### config.mk
export PLATFORM = sky130hd
export DESIGN_NAME = reference_switch_debounce_monitor
export DESIGN_NICKNAME = d
export VERILOG_FILES = /design/src/design/rsdm_pkg.sv /design/src/design/reference_switch_debounce_monitor.sv
export SDC_FILE = /design/constraint.sdc
export NUM_CORES = 1
export LEC_CHECK = 0
export BUFFER_PORTS_ARGS = -buffer_cell sky130_fd_sc_hd__clkbuf_2
export CORE_MARGIN = 3
export CORE_UTILIZATION = 50
export CTS_BUF_LIST = sky130_fd_sc_hd__clkbuf_16
export DETAILED_ROUTE_END_ITERATION = 12
export PLACE_DENSITY = 0.76
export SETUP_SLACK_MARGIN = 0.05
export SLEW_MARGIN = 20
export SYNTH_ARGS = -nofsm -noshare
export SYNTH_HDL_FRONTEND = slang
export SYNTH_SLANG_ARGS = --single-unit
### constraint.sdc
create_clock -name aclk -period 25.7 [get_ports aclk]
set_input_delay 5.14 -clock aclk [delete_from_list [all_inputs] [get_ports aclk]]
set_output_delay 5.14 -clock aclk [all_outputs]
set_load 0.02 [all_outputs]
### src/design/rsdm_pkg.sv
`default_nettype none
// ----------------------------------------------------------------------------
// rsdm_pkg
// Shared types and constants for the reference switch debounce monitor.
// ----------------------------------------------------------------------------
package rsdm_pkg;

    localparam int TIME_WIDTH_DEF = 32;
    localparam int MS_W           = 32;
    localparam int CFG_W          = 16;
    localparam int CFG_IDX_W      = 3;
    localparam int FAULT_W        = 3;

    typedef enum logic [FAULT_W-1:0] {
        FAULT_READY         = 3'd0,
        FAULT_NOT_INSTALLED = 3'd1,
        FAULT_DISCONNECTED  = 3'd2,
        FAULT_STALE         = 3'd3,
        FAULT_UNREFERENCED  = 3'd4
    } fault_t;

    typedef enum logic [CFG_IDX_W-1:0] {
        REG_ENABLED         = 3'd0,
        REG_ACTIVE_LOW      = 3'd1,
        REG_ROUTINE_ALLOWED = 3'd2,
        REG_DEBOUNCE_MS     = 3'd3,
        REG_STALE_MS        = 3'd4
    } cfg_reg_t;

    localparam logic KIND_SAMPLE = 1'b0;

    localparam logic             ENABLED_RST         = 1'b1;
    localparam logic             ACTIVE_LOW_RST      = 1'b0;
    localparam logic             ROUTINE_ALLOWED_RST = 1'b0;
    localparam logic [CFG_W-1:0] DEBOUNCE_MS_RST     = 16'd20;
    localparam logic [CFG_W-1:0] STALE_MS_RST        = 16'd500;

endpackage : rsdm_pkg
`default_nettype wire

### src/design/reference_switch_debounce_monitor.sv
`default_nettype none
// ----------------------------------------------------------------------------
// reference_switch_debounce_monitor
// Debounces a reference switch pin, latches the referenced flag and reports
// sample age, freshness and a prioritized fault for every word.
// ----------------------------------------------------------------------------
// Every input word (pin sample or status query) yields one status word. A word
// is registered on acceptance; the state update and status are computed
// combinationally from the input register and land in the output register
// when it advances, which a result waiting downstream can hold off. One word
// per cycle is sustained while the output is not stalled: the single update
// stage between the input and output registers carries the whole per-word
// work. While a result waits downstream the input register takes one more
// word and then the input stalls until the result is taken.
// Configuration writes take effect on the next processed word.
module reference_switch_debounce_monitor #(
    parameter int TIME_WIDTH = rsdm_pkg::TIME_WIDTH_DEF
) (
    input  wire logic                          aclk,
    input  wire logic                          aresetn,
    input  wire logic                          cfg_wen,
    input  wire logic [rsdm_pkg::CFG_IDX_W-1:0] cfg_index,
    input  wire logic [rsdm_pkg::CFG_W-1:0]     cfg_wdata,
    input  wire logic                          s_valid,
    output logic                               s_ready,
    input  wire logic                          s_kind,
    input  wire logic [rsdm_pkg::MS_W-1:0]      s_now_ms,
    input  wire logic                          s_raw_level,
    output logic                               m_valid,
    input  wire logic                          m_ready,
    output logic [rsdm_pkg::FAULT_W-1:0]        m_fault_code,
    output logic                               m_connected,
    output logic                               m_fresh,
    output logic                               m_referenced,
    output logic                               m_hardware_ready,
    output logic                               m_ready_for_routine,
    output logic                               m_signal_active,
    output logic [rsdm_pkg::MS_W-1:0]           m_age_ms,
    output logic [rsdm_pkg::MS_W-1:0]           m_last_update_ms
);
    import rsdm_pkg::*;

    // configuration
    logic             enabled_reg;
    logic             active_low_reg;
    logic             routine_allowed_reg;
    logic [CFG_W-1:0] debounce_ms_reg;
    logic [CFG_W-1:0] stale_ms_reg;

    always_ff @(posedge aclk) begin
        if (!aresetn) begin
            enabled_reg         <= ENABLED_RST;
            active_low_reg      <= ACTIVE_LOW_RST;
            routine_allowed_reg <= ROUTINE_ALLOWED_RST;
            debounce_ms_reg     <= DEBOUNCE_MS_RST;
            stale_ms_reg        <= STALE_MS_RST;
        end else if (cfg_wen) begin
            case (cfg_index)
                REG_ENABLED:         enabled_reg         <= cfg_wdata[0];
                REG_ACTIVE_LOW:      active_low_reg      <= cfg_wdata[0];
                REG_ROUTINE_ALLOWED: routine_allowed_reg <= cfg_wdata[0];
                REG_DEBOUNCE_MS:     debounce_ms_reg     <= cfg_wdata;
                REG_STALE_MS:        stale_ms_reg        <= cfg_wdata;
                default: ;
            endcase
        end
    end

    // input register
    logic            in_valid_reg;
    logic            in_kind_reg;
    logic [MS_W-1:0] in_now_reg;
    logic            in_level_reg;
    logic            advance;

    assign advance = in_valid_reg && (!m_valid || m_ready);
    assign s_ready = !in_valid_reg || advance;

    always_ff @(posedge aclk) begin
        if (!aresetn) begin
            in_valid_reg <= 1'b0;
        end else if (s_ready) begin
            in_valid_reg <= s_valid;
        end
    end

    always_ff @(posedge aclk) begin
        if (s_valid && s_ready) begin
            in_kind_reg  <= s_kind;
            in_now_reg   <= s_now_ms;
            in_level_reg <= s_raw_level;
        end
    end

    // switch state
    logic                  init_reg, init_next;
    logic                  raw_reg, raw_next;
    logic                  stable_reg, stable_next;
    logic                  ref_reg, ref_next;
    logic [TIME_WIDTH-1:0] changed_at_reg, changed_at_next;
    logic [TIME_WIDTH-1:0] last_at_reg, last_at_next;

    logic [TIME_WIDTH+MS_W-1:0]  now_wide;
    logic [TIME_WIDTH+CFG_W-1:0] db_wide;
    logic [TIME_WIDTH+CFG_W-1:0] stale_wide;
    logic [TIME_WIDTH-1:0]       now_t;
    logic [TIME_WIDTH-1:0]       db_t;
    logic [TIME_WIDTH-1:0]       stale_t;
    logic [TIME_WIDTH-1:0]       held_t;
    logic [TIME_WIDTH-1:0]       age_t;
    logic [TIME_WIDTH+MS_W-1:0]  age_wide;
    logic [TIME_WIDTH+MS_W-1:0]  last_wide;
    logic                        active;
    logic                        take;

    assign now_wide   = {{TIME_WIDTH{1'b0}}, in_now_reg};
    assign now_t      = now_wide[TIME_WIDTH-1:0];
    assign db_wide    = {{TIME_WIDTH{1'b0}}, debounce_ms_reg};
    assign db_t       = db_wide[TIME_WIDTH-1:0];
    assign stale_wide = {{TIME_WIDTH{1'b0}}, stale_ms_reg};
    assign stale_t    = stale_wide[TIME_WIDTH-1:0];
    assign active     = in_level_reg ^ active_low_reg;
    assign take       = advance && enabled_reg && (in_kind_reg == KIND_SAMPLE);

    always_comb begin
        init_next       = init_reg;
        raw_next        = raw_reg;
        stable_next     = stable_reg;
        ref_next        = ref_reg;
        changed_at_next = changed_at_reg;
        last_at_next    = last_at_reg;
        held_t          = now_t - changed_at_reg;
        if (take) begin
            if (!init_reg) begin
                init_next       = 1'b1;
                raw_next        = active;
                stable_next     = active;
                ref_next        = active;
                changed_at_next = now_t;
            end else begin
                if (active != raw_reg) begin
                    raw_next        = active;
                    changed_at_next = now_t;
                end
                held_t = now_t - changed_at_next;
                if ((active != stable_reg) && (held_t >= db_t)) begin
                    stable_next = active;
                    if (active) begin
                        ref_next = 1'b1;
                    end
                end
            end
            last_at_next = now_t;
        end
    end

    always_ff @(posedge aclk) begin
        if (!aresetn) begin
            init_reg       <= 1'b0;
            raw_reg        <= 1'b0;
            stable_reg     <= 1'b0;
            ref_reg        <= 1'b0;
            changed_at_reg <= '0;
            last_at_reg    <= '0;
        end else begin
            init_reg       <= init_next;
            raw_reg        <= raw_next;
            stable_reg     <= stable_next;
            ref_reg        <= ref_next;
            changed_at_reg <= changed_at_next;
            last_at_reg    <= last_at_next;
        end
    end

    // status
    logic            st_fresh;
    logic            st_hw_ready;
    fault_t          st_fault;
    logic [MS_W-1:0] st_age;
    logic [MS_W-1:0] st_last;

    assign age_t     = now_t - last_at_next;
    assign age_wide  = {{MS_W{1'b0}}, age_t};
    assign last_wide = {{MS_W{1'b0}}, last_at_next};

    always_comb begin
        st_age      = init_next ? age_wide[MS_W-1:0]  : '0;
        st_last     = init_next ? last_wide[MS_W-1:0] : '0;
        st_fresh    = init_next && (age_t <= stale_t);
        st_hw_ready = st_fresh && ref_next;
        if (!init_next) begin
            st_fault = FAULT_DISCONNECTED;
        end else if (!st_fresh) begin
            st_fault = FAULT_STALE;
        end else if (!ref_next) begin
            st_fault = FAULT_UNREFERENCED;
        end else begin
            st_fault = FAULT_READY;
        end
    end

    // output register
    logic              m_valid_reg;
    fault_t            fault_reg;
    logic              connected_reg;
    logic              fresh_reg;
    logic              referenced_reg;
    logic              hw_ready_reg;
    logic              routine_reg;
    logic              signal_reg;
    logic [MS_W-1:0]   age_reg;
    logic [MS_W-1:0]   last_reg;

    always_ff @(posedge aclk) begin
        if (!aresetn) begin
            m_valid_reg <= 1'b0;
        end else if (!m_valid_reg || m_ready) begin
            m_valid_reg <= in_valid_reg;
        end
    end

    always_ff @(posedge aclk) begin
        if (advance) begin
            if (!enabled_reg) begin
                fault_reg      <= FAULT_NOT_INSTALLED;
                connected_reg  <= 1'b0;
                fresh_reg      <= 1'b0;
                referenced_reg <= 1'b0;
                hw_ready_reg   <= 1'b0;
                routine_reg    <= 1'b0;
                signal_reg     <= 1'b0;
                age_reg        <= '0;
                last_reg       <= '0;
            end else begin
                fault_reg      <= st_fault;
                connected_reg  <= init_next;
                fresh_reg      <= st_fresh;
                referenced_reg <= ref_next;
                hw_ready_reg   <= st_hw_ready;
                routine_reg    <= st_hw_ready && routine_allowed_reg;
                signal_reg     <= init_next && stable_next;
                age_reg        <= st_age;
                last_reg       <= st_last;
            end
        end
    end

    assign m_valid             = m_valid_reg;
    assign m_fault_code        = fault_reg;
    assign m_connected         = connected_reg;
    assign m_fresh             = fresh_reg;
    assign m_referenced        = referenced_reg;
    assign m_hardware_ready    = hw_ready_reg;
    assign m_ready_for_routine = routine_reg;
    assign m_signal_active     = signal_reg;
    assign m_age_ms            = age_reg;
    assign m_last_update_ms    = last_reg;

    // checks
    a_routine_needs_hw: assert property (@(posedge aclk) disable iff (!aresetn)
        m_valid |-> (!m_ready_for_routine || m_hardware_ready))
        else $error("ready_for_routine without hardware_ready");

    a_ready_code: assert property (@(posedge aclk) disable iff (!aresetn)
        m_valid |-> ((m_fault_code == FAULT_READY) == m_hardware_ready))
        else $error("fault code disagrees with hardware_ready");

    a_disconnected_zero: assert property (@(posedge aclk) disable iff (!aresetn)
        (m_valid && !m_connected) |-> (m_age_ms == '0 && m_last_update_ms == '0
                                       && !m_signal_active && !m_fresh))
        else $error("disconnected status carries sample data");

    a_ref_sticky: assert property (@(posedge aclk) disable iff (!aresetn)
        $past(ref_reg) |-> ref_reg)
        else $error("referenced flag cleared without reset");

    a_stall_holds: assert property (@(posedge aclk) disable iff (!aresetn)
        (m_valid && !m_ready) |=> (m_valid && $stable(m_age_ms)
                                   && $stable(m_fault_code)))
        else $error("stalled status word changed");

endmodule : reference_switch_debounce_monitor
`default_nettype wire
==> results.md <==
- Routed WL: 32400 µm
- Post-Syn Area: 0.0126 mm²
- Number of post-CTS setup repair buffers: 0
- Ys async rst share: 0
- Worst r2r src: in_level_reg
- Post-cts resize count: 0
- CTS tree: yes
- Clk pin slew, worst setup/hold paths: 0.06 ns
- Die W: 165 µm
- Peak VDD IR: 0.0387 mV
- Initial core utilization: 0.514
- Worst R2R End: m_ready_for_routine
- Finished Layout Cells: 1798
- Hold_sp: changed_at_reg[24]
- Crit. End Element: output pin
- Hold Slack: 0.465 ns
- Mean Syn Cell Area: 9.35 µm²
- Util after Layout: 0.581
- Power Dens Cells: 64.4 mW/mm²
- I/O Pins: 133
- Top_reg_cell synth: edfxtp_1
- # diodes: 0
- Final setup TNS: 0 ns
- CP Class: input pin to output pin
- Starting DRT DRC Count: 778
- Area share of the largest cell type after synthesis: 0.255
- Largest net degree at the start of global routing: 109
- Post-synth top area cell: edfxtp_1
- Fin crit period: 10.97 ns
- Worst Slack Setup Final: 14.73 ns
- Fin crit share: 0.427
- DR pass1 iterations: 5
- Die Footprint: 0.0272 mm²
- Worst Path Required: 20.56 ns
- I/O Buffers: 132
- Netlist cell types: 82
- DR vias: 10400
- Routed vias/inst: 5.78
- Reg2reg path depth: 20
- Max-slew violation count: 0
- Initial antenna violation count: 0
- Final Hold Vio Count: 0
- DP HPWL: 24300 µm
- Total track usage: 0.236
- Max cap viols: 0
- CTS Sinks: 212
- Clock buffer count from CTS: 23
- Die Ht: 165 µm
- Crit-path max FO: 4
- Total power: 918 µW
- Worst EP arrival: 5.83 ns
- Synth warn: 0
- Overflow after GRT: 0
- Outcome: finished clean
- Register bit total from synthesis: 212
- Slew HR: 0.328
- Pre-CTS WS: 14.61 ns
- Worst slew pin tran: 1.01 ns
- First-pass GRT wire length: 51500 µm
- Synth cell count leaders: 186 x nand2_1, 107 x edfxtp_1, 105 x dfxtp_1
- Seq/Total Area, Yosys: 0.422
- # DRC: 0
- FMAX: 91.2 MHz
- CTS root buffer: clkbuf_16
- Number of global-route vias before repair: 9845
- Clock buffer depth: 3
- Area grow syn2layout: 13.1%
- Post-synth EDFFs: 107
- Worst Hold Class: flop to flop
- GPL Wtd Cong: 0.909
- Count leader, synth: nand2_1
- Worst Skew: 0.00618 ns
- Row count: 57
- Share of cells above drive strength 1: 0.136
- Synth Instances: 1349
- Avg WL per Cell: 18.0 µm
- Fin nets: 1601
- Hold path cells: 2
- Core Area: 0.0245 mm²
- Static Leak: 5.68 nW
- Post-route cell area: 0.0143 mm²
- # setup viols final: 0
- Syn_nets: 1492
- Cells taking the most area after synthesis: edfxtp_1 25%, dfxtp_1 17%, ha_1 8.3%
- Unrepaired setup endpoints after global routing: no
- Placed Area: 0.0135 mm²
- Worst-Skew Late Latency: 0.51 ns
- Clock H-tree levels: 1
- Hold path endpoint: changed_at_reg[24]
- CP Launch Type: input pin
- Final ANT Viol Nets: 0
- Post-Place Cells: 1757
- Worst reg2reg setup slack: 19.39 ns
- Hold buffers post-CTS: 0
[area by class of cell]
class	count	area, µm²
fill	2157	10300
multi-input combinational	1026	6890
sequential	212	5320
timing repair buffer	140	721
clock buffer	23	576
tap	324	405
inverter	55	206
clock inverter	18	149
[power breakdown]
group,internal (mW),switching [mW]
combinational,0.0836,0.134
clock,0.184,0.135
sequential,0.371,0.0112
total,0.638,0.280
[cells by family after synthesis]
logic type | synth area share
adders and majority gates | 0.0858
AOI/OAI and AO/OA | 0.182
DFF | 0.422
and+or+nand+nor | 0.190
muxes | 0.0454
buffers and inverters | 0.0336
xor gates and xnor gates | 0.0419
[routing by layer]
| layer | global-route usage | vias to the layer above | share of wire |
|---|---|---|---|
| li1 | - | 5061 | - |
| met2 | 0.374 | 345 | 0.45 |
| met3 | 0.0354 | 66 | 0.066 |
| met4 | 0.0679 | 0 | 0.026 |
| met5 | 0 | - | 0 |
| met1 | 0.337 | 4916 | 0.46 |
[layout by cell type, fill, tap and decap left out, types with 10 or more instances in the layout]
| cell | netlist | routed |
|---|---|---|
| mux2i_1 | 56 | 56 |
| o21ai_0 | 47 | 47 |
| dfxtp_1 | 105 | 105 |
| clkbuf_16 | 0 | 23 |
| nor3_1 | 18 | 18 |
| a21o_1 | 29 | 29 |
| xor2_1 | 27 | 27 |
| nand4_1 | 16 | 16 |
| nor2_1 | 101 | 101 |
| nand3_1 | 20 | 20 |
| ha_1 | 84 | 84 |
| clkbuf_2 | 0 | 132 |
| a21boi_0 | 61 | 61 |
| nor2b_1 | 60 | 59 |
| a211oi_1 | 10 | 10 |
| and2_1 | 23 | 22 |
| nand2_1 | 186 | 186 |
| a21oi_1 | 83 | 82 |
| nand2b_1 | 11 | 11 |
| edfxtp_1 | 107 | 107 |
| and3_1 | 15 | 15 |
| inv_1 | 55 | 59 |
| o21a_1 | 13 | 13 |
| xnor2_1 | 26 | 26 |
| o211ai_1 | 18 | 18 |
[worst max path at each step]
stage	start	end	cells after the start
global placement	m_ready	s_ready	4
finish	m_ready	s_ready	4
global route	m_ready	m_fault_code[1]	26
floorplan	m_ready	m_fault_code[1]	26
CTS	m_ready	s_ready	4
detailed placement	m_ready	m_fault_code[1]	26
[critical path: stages]
cell	delay, ns
clkbuf_2	0.08
nor2b_1	0.31
nand2_1	0.13
clkbuf_2	0.17
Power figures use the tool's default switching activity.
